**src/rtl/core/pngcs_pkg.sv**
```systemverilog
// Shared types, constants and the chunk type lookup for the PNG chunk stripper.
package pngcs_pkg;

    localparam int MASK_W      = 14;
    localparam int NUM_TYPES   = 14;
    localparam int QUEUE_DEPTH = 4;

    localparam logic [MASK_W-1:0] MASK_RESET = 14'h3FFF;
    localparam logic [31:0]       TYPE_IDAT  = 32'h4944_4154;

    // Bit i of the strip mask selects entry i of this list.
    localparam logic [31:0] STRIP_TYPES [NUM_TYPES] = '{
        32'h624B_4744,  // bKGD
        32'h6348_524D,  // cHRM
        32'h7352_4742,  // sRGB
        32'h6849_5354,  // hIST
        32'h6943_4350,  // iCCP
        32'h7048_5973,  // pHYs
        32'h7342_4954,  // sBIT
        32'h6741_4D41,  // gAMA
        32'h7350_4C54,  // sPLT
        32'h7449_4D45,  // tIME
        32'h7452_4E53,  // tRNS
        32'h7445_5874,  // tEXt
        32'h6954_5874,  // iTXt
        32'h7A54_5874   // zTXt
    };

    typedef enum logic [1:0] {
        PH_SIG  = 2'd0,
        PH_HDR  = 2'd1,
        PH_DATA = 2'd2
    } phase_t;

    // One unit of output work: a single byte, or an 8-byte header burst sent MSB first.
    // A single byte sits in the top byte of the payload.
    typedef struct packed {
        logic        burst;
        logic [63:0] bytes;
    } job_t;

    function automatic logic strip_hit(input logic [31:0] chunk_type,
                                       input logic [MASK_W-1:0] mask);
        logic hit;
        hit = 1'b0;
        for (int i = 0; i < NUM_TYPES; i++)
        begin
            if (chunk_type == STRIP_TYPES[i] && mask[i])
            begin
                hit = 1'b1;
            end
        end
        return hit;
    endfunction

endpackage

```
**src/rtl/core/pngcs_front.sv**
```systemverilog
// Front end: walks the PNG chunk structure and queues output jobs.
module pngcs_front (
    input  logic                            clk,
    input  logic                            rst_n,
    input  logic                            cfg_wr_en,
    input  logic [pngcs_pkg::MASK_W-1:0]    cfg_wr_data,
    input  logic                            in_valid,
    output logic                            in_ready,
    input  logic [7:0]                      in_byte,
    input  logic                            in_sof,
    output logic                            push,
    output pngcs_pkg::job_t                 push_job,
    input  logic                            q_ready
);

    pngcs_pkg::phase_t phase_reg, phase_next, phase_eff;
    logic [2:0]  sig_cnt_reg, sig_cnt_next, sig_cnt_eff;
    logic [2:0]  hdr_cnt_reg, hdr_cnt_next, hdr_cnt_eff;
    logic [63:0] hdr_buf_reg, hdr_buf_next, hdr_buf_eff, hdr_shift;
    logic [32:0] remain_reg, remain_next, remain_eff, remain_dec;
    logic        drop_reg, drop_next, drop_eff;
    logic        idat_reg, idat_next, idat_eff;
    logic        hdr_drop;
    logic [pngcs_pkg::MASK_W-1:0] mask_reg;
    logic        accept;

    assign in_ready = q_ready;
    assign accept   = in_valid & q_ready;

    always_ff @(posedge clk or negedge rst_n)
    begin
        if (!rst_n)
        begin
            mask_reg <= pngcs_pkg::MASK_RESET;
        end
        else if (cfg_wr_en)
        begin
            mask_reg <= cfg_wr_data;
        end
    end

    always_ff @(posedge clk or negedge rst_n)
    begin
        if (!rst_n)
        begin
            phase_reg   <= pngcs_pkg::PH_SIG;
            sig_cnt_reg <= '0;
            hdr_cnt_reg <= '0;
            hdr_buf_reg <= '0;
            remain_reg  <= '0;
            drop_reg    <= 1'b0;
            idat_reg    <= 1'b0;
        end
        else
        begin
            phase_reg   <= phase_next;
            sig_cnt_reg <= sig_cnt_next;
            hdr_cnt_reg <= hdr_cnt_next;
            hdr_buf_reg <= hdr_buf_next;
            remain_reg  <= remain_next;
            drop_reg    <= drop_next;
            idat_reg    <= idat_next;
        end
    end

    always_comb
    begin
        // A new-file mark restarts the walk before the byte is taken.
        phase_eff   = phase_reg;
        sig_cnt_eff = sig_cnt_reg;
        hdr_cnt_eff = hdr_cnt_reg;
        hdr_buf_eff = hdr_buf_reg;
        remain_eff  = remain_reg;
        drop_eff    = drop_reg;
        idat_eff    = idat_reg;
        if (in_sof)
        begin
            phase_eff   = pngcs_pkg::PH_SIG;
            sig_cnt_eff = '0;
            hdr_cnt_eff = '0;
            hdr_buf_eff = '0;
            remain_eff  = '0;
            drop_eff    = 1'b0;
            idat_eff    = 1'b0;
        end

        hdr_shift  = {hdr_buf_eff[55:0], in_byte};
        hdr_drop   = !idat_eff && pngcs_pkg::strip_hit(hdr_shift[31:0], mask_reg);
        remain_dec = (remain_eff != '0) ? remain_eff - 33'd1 : '0;

        phase_next   = phase_reg;
        sig_cnt_next = sig_cnt_reg;
        hdr_cnt_next = hdr_cnt_reg;
        hdr_buf_next = hdr_buf_reg;
        remain_next  = remain_reg;
        drop_next    = drop_reg;
        idat_next    = idat_reg;
        push         = 1'b0;
        push_job     = '{burst: 1'b0, bytes: {in_byte, 56'd0}};

        if (accept)
        begin
            phase_next   = phase_eff;
            sig_cnt_next = sig_cnt_eff;
            hdr_cnt_next = hdr_cnt_eff;
            hdr_buf_next = hdr_buf_eff;
            remain_next  = remain_eff;
            drop_next    = drop_eff;
            idat_next    = idat_eff;
            case (phase_eff)
                pngcs_pkg::PH_HDR:
                begin
                    hdr_buf_next = hdr_shift;
                    if (hdr_cnt_eff == 3'd7)
                    begin
                        hdr_cnt_next = '0;
                        drop_next    = hdr_drop;
                        idat_next    = idat_eff | (hdr_shift[31:0] == pngcs_pkg::TYPE_IDAT);
                        remain_next  = {1'b0, hdr_shift[63:32]} + 33'd4;
                        phase_next   = pngcs_pkg::PH_DATA;
                        push         = !hdr_drop;
                        push_job     = '{burst: 1'b1, bytes: hdr_shift};
                    end
                    else
                    begin
                        hdr_cnt_next = hdr_cnt_eff + 3'd1;
                    end
                end
                pngcs_pkg::PH_DATA:
                begin
                    remain_next = remain_dec;
                    if (remain_dec == '0)
                    begin
                        phase_next = pngcs_pkg::PH_HDR;
                        drop_next  = 1'b0;
                    end
                    push = !drop_eff;
                end
                default:
                begin
                    // Signature bytes pass unchecked; an unused phase code acts the same.
                    push = 1'b1;
                    if (sig_cnt_eff == 3'd7)
                    begin
                        sig_cnt_next = '0;
                        hdr_cnt_next = '0;
                        hdr_buf_next = '0;
                        phase_next   = pngcs_pkg::PH_HDR;
                    end
                    else
                    begin
                        sig_cnt_next = sig_cnt_eff + 3'd1;
                        phase_next   = pngcs_pkg::PH_SIG;
                    end
                end
            endcase
        end
    end

endmodule

```
**src/rtl/core/pngcs_queue.sv**
```systemverilog
// Short job queue between the chunk walker and the output serializer.
module pngcs_queue #(
    parameter int DEPTH = pngcs_pkg::QUEUE_DEPTH
) (
    input  logic            clk,
    input  logic            rst_n,
    input  logic            push,
    input  pngcs_pkg::job_t push_job,
    output logic            push_ready,
    input  logic            pop,
    output pngcs_pkg::job_t pop_job,
    output logic            pop_valid
);

    localparam int PTR_W = (DEPTH > 1) ? $clog2(DEPTH) : 1;
    localparam int CNT_W = $clog2(DEPTH + 1);
    localparam logic [PTR_W-1:0] LAST_PTR = PTR_W'(DEPTH - 1);
    localparam logic [CNT_W-1:0] FULL_CNT = CNT_W'(DEPTH);

    pngcs_pkg::job_t  mem_reg [DEPTH];
    logic [PTR_W-1:0] wr_ptr_reg, rd_ptr_reg;
    logic [CNT_W-1:0] count_reg;
    logic             do_push, do_pop;

    assign push_ready = (count_reg != FULL_CNT);
    assign pop_valid  = (count_reg != '0);
    assign pop_job    = mem_reg[rd_ptr_reg];
    assign do_push    = push & push_ready;
    assign do_pop     = pop & pop_valid;

    always_ff @(posedge clk)
    begin
        if (do_push)
        begin
            mem_reg[wr_ptr_reg] <= push_job;
        end
    end

    always_ff @(posedge clk or negedge rst_n)
    begin
        if (!rst_n)
        begin
            wr_ptr_reg <= '0;
            rd_ptr_reg <= '0;
            count_reg  <= '0;
        end
        else
        begin
            if (do_push)
            begin
                wr_ptr_reg <= (wr_ptr_reg == LAST_PTR) ? '0 : wr_ptr_reg + PTR_W'(1);
            end
            if (do_pop)
            begin
                rd_ptr_reg <= (rd_ptr_reg == LAST_PTR) ? '0 : rd_ptr_reg + PTR_W'(1);
            end
            if (do_push && !do_pop)
            begin
                count_reg <= count_reg + CNT_W'(1);
            end
            else if (do_pop && !do_push)
            begin
                count_reg <= count_reg - CNT_W'(1);
            end
        end
    end

endmodule

```
**src/rtl/core/pngcs_back.sv**
```systemverilog
// Back end: turns queued jobs into output words, one registered word per cycle while the receiver is ready.
module pngcs_back (
    input  logic            clk,
    input  logic            rst_n,
    input  logic            job_valid,
    input  pngcs_pkg::job_t job,
    output logic            job_pop,
    output logic            out_valid,
    input  logic            out_ready,
    output logic [7:0]      out_byte,
    output logic            out_last
);

    logic        valid_reg, valid_next;
    logic        burst_reg, burst_next;
    logic [2:0]  cnt_reg, cnt_next;
    logic [63:0] data_reg, data_next;
    logic        load;

    assign out_valid = valid_reg;
    assign out_byte  = data_reg[63:56];
    assign out_last  = !burst_reg || (cnt_reg == 3'd7);
    assign load      = !valid_reg || (out_ready && out_last);
    assign job_pop   = load && job_valid;

    always_comb
    begin
        valid_next = valid_reg;
        burst_next = burst_reg;
        cnt_next   = cnt_reg;
        data_next  = data_reg;
        if (load)
        begin
            valid_next = job_valid;
            burst_next = job.burst;
            cnt_next   = '0;
            data_next  = job.bytes;
        end
        else if (out_ready)
        begin
            cnt_next  = cnt_reg + 3'd1;
            data_next = {data_reg[55:0], 8'd0};
        end
    end

    always_ff @(posedge clk or negedge rst_n)
    begin
        if (!rst_n)
        begin
            valid_reg <= 1'b0;
            burst_reg <= 1'b0;
            cnt_reg   <= '0;
        end
        else
        begin
            valid_reg <= valid_next;
            burst_reg <= burst_next;
            cnt_reg   <= cnt_next;
        end
    end

    always_ff @(posedge clk)
    begin
        data_reg <= data_next;
    end

endmodule

```
**src/rtl/core/png_ancillary_chunk_stripper.sv**
```systemverilog
// Top level of the PNG ancillary chunk stripper.
// This block takes a PNG file one byte per input word and sends out the same file with the
// selected ancillary chunks removed. The 8-byte signature passes unchanged and unchecked. After
// that each chunk's 4 length bytes and 4 type bytes are held back; when the eighth header byte
// arrives the type is compared against the 14 listed ancillary types (bKGD, cHRM, sRGB, hIST,
// iCCP, pHYs, sBIT, gAMA, sPLT, tIME, tRNS, tEXt, iTXt, zTXt, in strip mask bit order). A chunk
// whose type matches and whose mask bit is set is dropped whole, data and CRC included, as long
// as no IDAT chunk has been seen in the file; from the first IDAT on everything passes. A kept
// header leaves as a burst of 8 words, and the full 32-bit length is honored. An input word
// with tuser set starts a new file and restarts the walk at signature byte 0. On the output,
// tlast marks the last word that one input byte produced, so it is high on every single byte
// and on the eighth word of a header burst. An input word is accepted whenever the four-entry
// job queue between the chunk walker and the output serializer has room, whether or not the
// byte leads to output. A passed byte is registered in the job queue and then in the output
// register before it is offered on the output. Output runs at one word per cycle while the
// receiver is ready, so a header burst holds the serializer while the walker keeps queuing
// the bytes that follow the header; the queue is full after four of them and the input stalls
// until the burst has gone, even when the receiver never stalls. The strip mask is written
// through cfg_wr_en/cfg_wr_data, by the user only while no file is in flight; the block
// itself does not enforce this.
module png_ancillary_chunk_stripper #(
    parameter int QUEUE_DEPTH = pngcs_pkg::QUEUE_DEPTH
) (
    input  logic                          clk,
    input  logic                          rst_n,
    input  logic                          cfg_wr_en,
    input  logic [pngcs_pkg::MASK_W-1:0]  cfg_wr_data,   // strip_mask
    input  logic                          s_tvalid,
    output logic                          s_tready,
    input  logic [7:0]                    s_tdata,       // [7:0] data_byte
    input  logic                          s_tuser,       // [0] start_of_file
    output logic                          m_tvalid,
    input  logic                          m_tready,
    output logic [7:0]                    m_tdata,       // [7:0] out_byte
    output logic                          m_tlast        // run_last
);

    logic            push, push_ready, pop, pop_valid;
    pngcs_pkg::job_t push_job, pop_job;

    // The walker classifies every byte and queues only words that leave the block.
    pngcs_front u_front (
        .clk         (clk),
        .rst_n       (rst_n),
        .cfg_wr_en   (cfg_wr_en),
        .cfg_wr_data (cfg_wr_data),
        .in_valid    (s_tvalid),
        .in_ready    (s_tready),
        .in_byte     (s_tdata),
        .in_sof      (s_tuser),
        .push        (push),
        .push_job    (push_job),
        .q_ready     (push_ready)
    );

    pngcs_queue #(
        .DEPTH (QUEUE_DEPTH)
    ) u_queue (
        .clk        (clk),
        .rst_n      (rst_n),
        .push       (push),
        .push_job   (push_job),
        .push_ready (push_ready),
        .pop        (pop),
        .pop_job    (pop_job),
        .pop_valid  (pop_valid)
    );

    // The serializer owns the output register, so a stalled consumer never blocks the walker
    // until the queue fills.
    pngcs_back u_back (
        .clk       (clk),
        .rst_n     (rst_n),
        .job_valid (pop_valid),
        .job       (pop_job),
        .job_pop   (pop),
        .out_valid (m_tvalid),
        .out_ready (m_tready),
        .out_byte  (m_tdata),
        .out_last  (m_tlast)
    );

endmodule

```
**config.mk**
```make
export PLATFORM = sky130hd
export DESIGN_NAME = png_ancillary_chunk_stripper
export DESIGN_NICKNAME = d
export VERILOG_FILES = /design/src/rtl/core/pngcs_pkg.sv /design/src/rtl/core/pngcs_front.sv /design/src/rtl/core/pngcs_queue.sv /design/src/rtl/core/pngcs_back.sv /design/src/rtl/core/png_ancillary_chunk_stripper.sv
export SDC_FILE = /design/constraint.sdc
export NUM_CORES = 1
export LEC_CHECK = 0
export BUFFER_PORTS_ARGS = -buffer_cell sky130_fd_sc_hd__buf_2
export CAP_MARGIN = 20
export CELL_PAD_IN_SITES_DETAIL_PLACEMENT = 1
export CELL_PAD_IN_SITES_GLOBAL_PLACEMENT = 2
export CORE_MARGIN = 2
export CORE_UTILIZATION = 45
export CTS_CLUSTER_SIZE = 16
export DETAILED_ROUTE_END_ITERATION = 10
export PLACE_DENSITY = 0.87
export SETUP_SLACK_MARGIN = 0.05
export SYNTH_ARGS = -nofsm -noshare
export SYNTH_HDL_FRONTEND = slang
export SYNTH_SLANG_ARGS = --single-unit
```
**constraint.sdc**
```tcl
create_clock -name clk -period 7 [get_ports clk]
set_clock_uncertainty 0.05 [all_clocks]
set_input_delay 0.7 -clock clk [delete_from_list [all_inputs] [get_ports clk]]
set_output_delay 0.7 -clock clk [all_outputs]
set_load 0.01 [all_outputs]
```
### Word level (Yosys, flattened, before mapping)

Memory sizes are Yosys's and may differ from the RTL's.
Index checks and enable logic that the tools add are counted.

| word-level totals | value |
|---|---|
| bits in registers | 197 |
| bits in writable memories | 260 |
| input port bits | 28 |
| output and inout bits | 11 |
| word-level logic and storage cells | 142 |
| memories | 1 |

| operators by class | value |
|---|---|
| add/subtract/negate cells | 9 |
| equal/unequal tests | 23 |
| multiplexer cells | 56 |
| bitwise logic cells | 4 |
| reductions and logical operators | 34 |

Memories:

| memory | words | bits a word | rd ports | clocked after memory_dff | write ports | line | text |
|---|---|---|---|---|---|---|---|
| u_queue.mem_reg | 4 | 65 | 1 | 0 | 1 | pngcs_queue.sv:20 | `pngcs_pkg::job_t mem_reg [DEPTH];` |

Operators with widths:

| cell | number |
|---|---|
| $eq A32 B31 Y1 const B | 15 |
| $mux W64 | 4 |
| $mux W65 | 3 |
| $pmux W64 S2 | 1 |
| $mux W33 | 3 |
| $pmux W33 S2 | 1 |
| $add A32 B3 Y33 const B | 1 |
| $logic_not A33 Y1 | 1 |
| $reduce_bool A33 Y1 | 1 |
| $sub A33 B1 Y33 const B | 1 |
| $mux W3 | 10 |
| $mux W1 | 25 |
| $logic_and A1 B1 Y1 | 19 |
| $add A3 B1 Y3 const B | 4 |
| $mux W2 | 5 |
| $eq A3 B3 Y1 const B | 3 |
| $logic_not A1 Y1 | 7 |
| $eq A2 B2 Y1 const B | 3 |
| $pmux W3 S2 | 1 |
| $add A2 B1 Y2 const B | 2 |
| $pmux W1 S2 | 2 |
| $pmux W2 S2 | 1 |
| $reduce_bool A2 Y1 | 2 |
| $and A1 B1 Y1 | 3 |
| 7 further kinds | 8 |

### Logic depth before layout (Yosys ltp)

| logic depth | value |
|---|---|
| depth after elaboration | 27 |
| mapped depth | 21 |
| depth with buffers taken out | 14 |

### Modules after synthesis

From an unflattened synthesis, not the netlist that was laid out.

| second synthesis, totals | value |
|---|---|
| cells, all modules | 1477 |
| area, all modules | 20711.1 sq um |

By module, submodules not included:

| module | times used | cells an instance | area each (sq um) | sequential area each (sq um) |
|---|---|---|---|---|
| pngcs_queue | 1 | 377 | 9843.2 | 7982.7 |
| pngcs_front | 1 | 932 | 7865.0 | 2845.2 |
| pngcs_back | 1 | 168 | 3002.9 | 2047.0 |

### Worst setup path before layout

No wires, ideal clock.

| path | value |
|---|---|
| path kind | input-to-reg |
| start | input s_tuser |
| end | memory u_queue.mem_reg[0][0] (netlist bit) (enable) |
| setup time | 496 ps |
| data arrival time | 6084 ps |
| required time | 6454 ps |
| setup slack | 370 ps |
| cell stages on the path | 15 |
| path buffers | 8 |
| cell sequence | clkbuf_1 -> clkbuf_1 -> clkbuf_1 -> clkbuf_1 -> buf_1 -> clkbuf_1 -> clkbuf_1 -> nor2_1 -> ha_1 -> ha_1 -> clkbuf_1 -> nand3_1 -> inv_1 -> a21oi_2 -> nor2b_1 |

| on the way | value |
|---|---|
| longest elaborated chain between the ends | 25 |
| elaborated cells between the ends (all ways) | 60 |
| those cells by class | 17 x eq/ne; 24 x mux; 1 x bitwise; 18 x reduce/logical |

Ends and longest elaborated chain:

| what | line | text |
|---|---|---|
| start: declaration | png_ancillary_chunk_stripper.sv:31 | `input logic s_tuser,` |
| $mux W64 | pngcs_front.sv:76 | `if (in_sof)` |
| $eq A32 B31 Y1 | pngcs_pkg.sv:48 | `if (chunk_type == STRIP_TYPES[i] && mask[i])` |
| $logic_and A1 B1 Y1 | pngcs_pkg.sv:48 |  |
| $mux W1 (14 in series) | pngcs_pkg.sv:48 |  |
| $logic_and A1 B1 Y1 | pngcs_front.sv:88 | `hdr_drop = !idat_eff && pngcs_pkg::strip_hit(hdr_shift[31:0], mask_reg);` |
| $logic_not A1 Y1 | pngcs_front.sv:121 | `push = !hdr_drop;` |
| $mux W1 | pngcs_front.sv:114 | `if (hdr_cnt_eff == 3'd7)` |
| $pmux W1 S2 (*) | pngcs_front.sv:110 | `case (phase_eff)` |
| $mux W1 (*) | pngcs_front.sv:101 | `if (accept)` |
| $and A1 B1 Y1 (*) | pngcs_queue.sv:28 | `assign do_push = push & push_ready;` |
| $mux W1 (*) | pngcs_queue.sv:33 | `if (do_push)` |
| $mux W1 (not written as such) (*) | pngcs_queue.sv:35 | `mem_reg[wr_ptr_reg] <= push_job;` |
| end: declaration | pngcs_queue.sv:20 |  |

Every way passes the cells marked *; elsewhere a longest branch is shown, timed or not.

### Final worst setup path

| path | value |
|---|---|
| start | input s_tuser |
| end | register u_front.phase_reg[1] |

| on the way | value |
|---|---|
| longest elaborated chain between the ends | 6 |
| elaborated cells between the ends (all ways) | 13 |
| those cells by class | 1 x add/sub; 3 x eq/ne; 7 x mux; 2 x reduce/logical |

Ends and longest elaborated chain:

| what | line | text |
|---|---|---|
| $mux W33 | pngcs_front.sv:76 |  |
| $sub A33 B1 Y33 / $reduce_bool A33 Y1 (equally long branches) | pngcs_front.sv:89 | `remain_dec = (remain_eff != '0) ? remain_eff - 33'd1 : '0;` |
| $mux W33 | pngcs_front.sv:89 |  |
| $logic_not A33 Y1 | pngcs_front.sv:132 | `if (remain_dec == '0)` |
| $mux W2 | pngcs_front.sv:132 |  |
| $pmux W2 S2 (*) | pngcs_front.sv:110 |  |
| end signal: assignment | pngcs_front.sv:46 | `phase_reg <= pngcs_pkg::PH_SIG;` |
| end signal: assignment | pngcs_front.sv:56 | `phase_reg <= phase_next;` |
| end: declaration | pngcs_front.sv:16 | `pngcs_pkg::phase_t phase_reg, phase_next, phase_eff;` |

Marks and branches as above.
A chain may end at the register's enable or synchronous reset.

==> results.yml <==
clock_network:
  cts.sinks: 449
  clockRootBuffer: "clkbuf_16"
  cts_made_buffers: 47
  clockBufferDepth: 3
  postCtsResizedCells: 0
  cts_hold_buf: 0
  postCtsSetupBuffers: 0
  clock_latency_ns: 0.60
  cts_tree: "yes"
  path_clk_slew_ns: 0.06
  htree_levels: 2
placement:
  port_buffers: 38
  place_hpwl_mm: 38.7
  place.gp.congestion: 0.873
  dpl.cell_count: 2100
global_route:
  track_usage_pct: 25.4
  grt_pass1_wl_mm: 91.4
  antenna_found_initial: 2
  grt_max_degree: 70
  grt.overflow.total: 0
  grt_pass1_vias: 14300
floorplanning:
  dieArea_mm2: 0.0482
  die_y_um: 219
  num_io_pins: 39
  initial_utilization_pct: 45.8
  die_w_um: 219
  core_mm2: 0.0456
  rows: 78
timing:
  final-hold-violation-count: 0
  fmax_mhz: 233
  post-route-period-util_pct: 61.4
  drv_slew: 0
  worstMarginPinSlew_ns: 1.05
  relSlewSlack_pct: 30.0
  fin_crit_ns: 4.29
  fin_tns_setup_ns: 0
  setup_violations: 0
  rsz0062_at_grt: "false"
routing:
  avgRoutedWirePerCell_um: 27.2
  drt_wl_total_mm: 59.5
  ant_nets: 0
  via_per_inst: 6.21
  drt_iter0_drc: 1226
  drc: 0
  num_vias: 13600
  first_pass_iters: 5
power_and_ir_drop:
  powerDensity_mw_per_mm2: 358
  ir_worst_vdd_uv: 278
  leakagePower_nw: 8.26
synth:
  syn-num-nets: 1595
  synthCells: 1550
  synth.yosys.warnings: 0
  avgSynthCellArea_um2: 13.5
  synth_ff_type: "edfxtp_1"
  ys_types: 82
  ys_ff_latch: 449
  async_flop_share_pct: 27.8
  synth_seq_area_share_pct: 61.6
  synth_edf_count: 324
  syn_area_mm2: 0.0209
final_layout:
  final_cells: 2190
  nNetsFinal: 1596
  nFillCells: 4473
  antenna_cells: 0
  drive_above_1_share_pct: 20.3
  area_growth_pct: 11.4
  largest_reg_flops: 260
min_path:
  worst_hold_path_type: "in -> async"
critical_path:
  cp-startpoint: "s_tuser"
  rr_startpoint: "u_front.hdr_buf_reg[11]"
  path_class: "in -> reg"
  required_ns: 7.41
  reg2reg_depth: 11
  cp.arrival_ns: 4.71
  r2r_end: "u_queue.count_reg[1]"
  critPathMaxFanout: 57
  start_kind: "input pin"
  end_kind: "flop"
  rrSetupSlack_ns: 2.79
run:
  drv_cap: 0
status:
  outcome: "finished clean"
-- worst max-delay path, cell delays in order --
cell	delay, ns
buf_4	0.49
buf_4	0.48
nand2b_1	0.18
ha_1	0.33
or4b_2	0.61
nor4b_1	0.49
xnor2_1	0.18
nand3_1	0.10
nor4_2	0.24
a41oi_1	0.25
o41ai_1	0.48
a21oi_1	0.12
-- layout make-up --
cell class                 instances  area [µm²]  area share [%]
clock inverter                    19         248            1.06
timing repair buffer              69         443            1.90
clock buffer                      69        1360            5.86
inverter                          23        86.3           0.371
multi-input combinational        961        7500            32.2
sequential                       449       12900            55.4
tap                              600         751            3.23
-- synth_stat cells (8+ instances only) --
cell type	instances	area (µm²)
nor3_1	36	180
nand3_1	39	195
a22oi_1	30	225
xnor2_1	23	201
a21o_1	9	67.6
dfstp_2	14	368
mux4_2	65	1460
buf_1	19	71.3
inv_1	23	86.3
o22ai_1	8	50.1
mux2_2	75	845
dfrtp_1	111	2780
and3_1	47	294
edfxtp_1	324	9730
nand4_1	16	100
a22o_1	40	350
xor2_1	14	123
nand2_1	112	420
a31oi_1	8	50.1
o21ai_0	86	430
and2_1	21	131
ha_1	16	200
nor4b_1	8	70.1
nor2_1	69	259
buf_4	8	60.1
nand2b_1	15	93.8
nor2b_1	31	194
a21oi_1	43	215
nor4_1	22	138
clkbuf_1	86	323
-- power by group --
part           internal (mW)  switching (mW)  leakage, nW
Sequential              3.39           0.261         4.69
Clock                   1.51            1.07        0.784
Combinational          0.911            1.19         2.79
Total                   5.81            2.52         8.26
-- worst max path at each step --
stage	to	slack, ns	depth (start not counted)
2_1_floorplan	u_queue.mem_reg[0][0]	0.37	15
3_3_place_gp	u_front.phase_reg[0]	2.23	12
3_5_place_dp	u_front.phase_reg[0]	2.08	12
4_1_cts	u_front.phase_reg[1]	2.69	12
5_1_grt	u_front.phase_reg[0]	2.45	12
6_report	u_front.phase_reg[1]	2.71	12
-- metal layers --
layer / routed length [µm] / GRT usage (%) / up-vias
met4: 1490 / 7.14 / 4
met3: 3190 / 4.15 / 97
met5: 23 / 0 / -
met2: 28600 / 41.1 / 428
met1: 26300 / 35.7 / 7097
li1: - / - / 5976
-- through the flow --
step                      setup WS [ns]  hold slack [ns]  power (mW)  util (%)  instance area, µm²
after floorplan                   0.370            0.354        5.18         -               20900
after global placement             2.23            0.415        5.69      47.4               21600
after detailed placement           2.08            0.433        5.80      47.5               21600
after CTS                          2.69           0.0438        8.40      51.0               23200
after global routing               2.45           0.0648        8.70      51.0               23300
final                              2.71           0.0533        8.34      51.0               23300
-- logic make-up (layout without fill, tap and decap cells) --
kind of cell / after synthesis / count (layout) / synth area share, %
buffers and inverters: 140 / 180 / 2.74
adders and majority gates: 17 / 17 / 1.05
xor gates and xnor gates: 37 / 37 / 1.55
muxes: 146 / 146 / 11.3
and+or+nand+nor: 458 / 458 / 11.8
DFF: 449 / 449 / 61.6
AOI/OAI and AO/OA: 303 / 303 / 9.92
-- cell usage in the layout, fill, tap and decap left out, types with 21 or more instances in the layout --
master / count
buf_4: 29
and2_1: 21
nor3_1: 36
buf_2: 36
inv_1: 22
a22o_1: 40
xnor2_1: 23
nor2_1: 69
nand3_1: 39
nor4_1: 22
nor2b_1: 27
dfrtp_1: 109
and3_1: 47
o21ai_0: 85
mux4_2: 65
edfxtp_1: 324
a22oi_1: 30
clkbuf_16: 50
nand2_1: 112
a21oi_1: 43
mux2_2: 75
No activity file was read; power rests on OpenSTA's default activity.
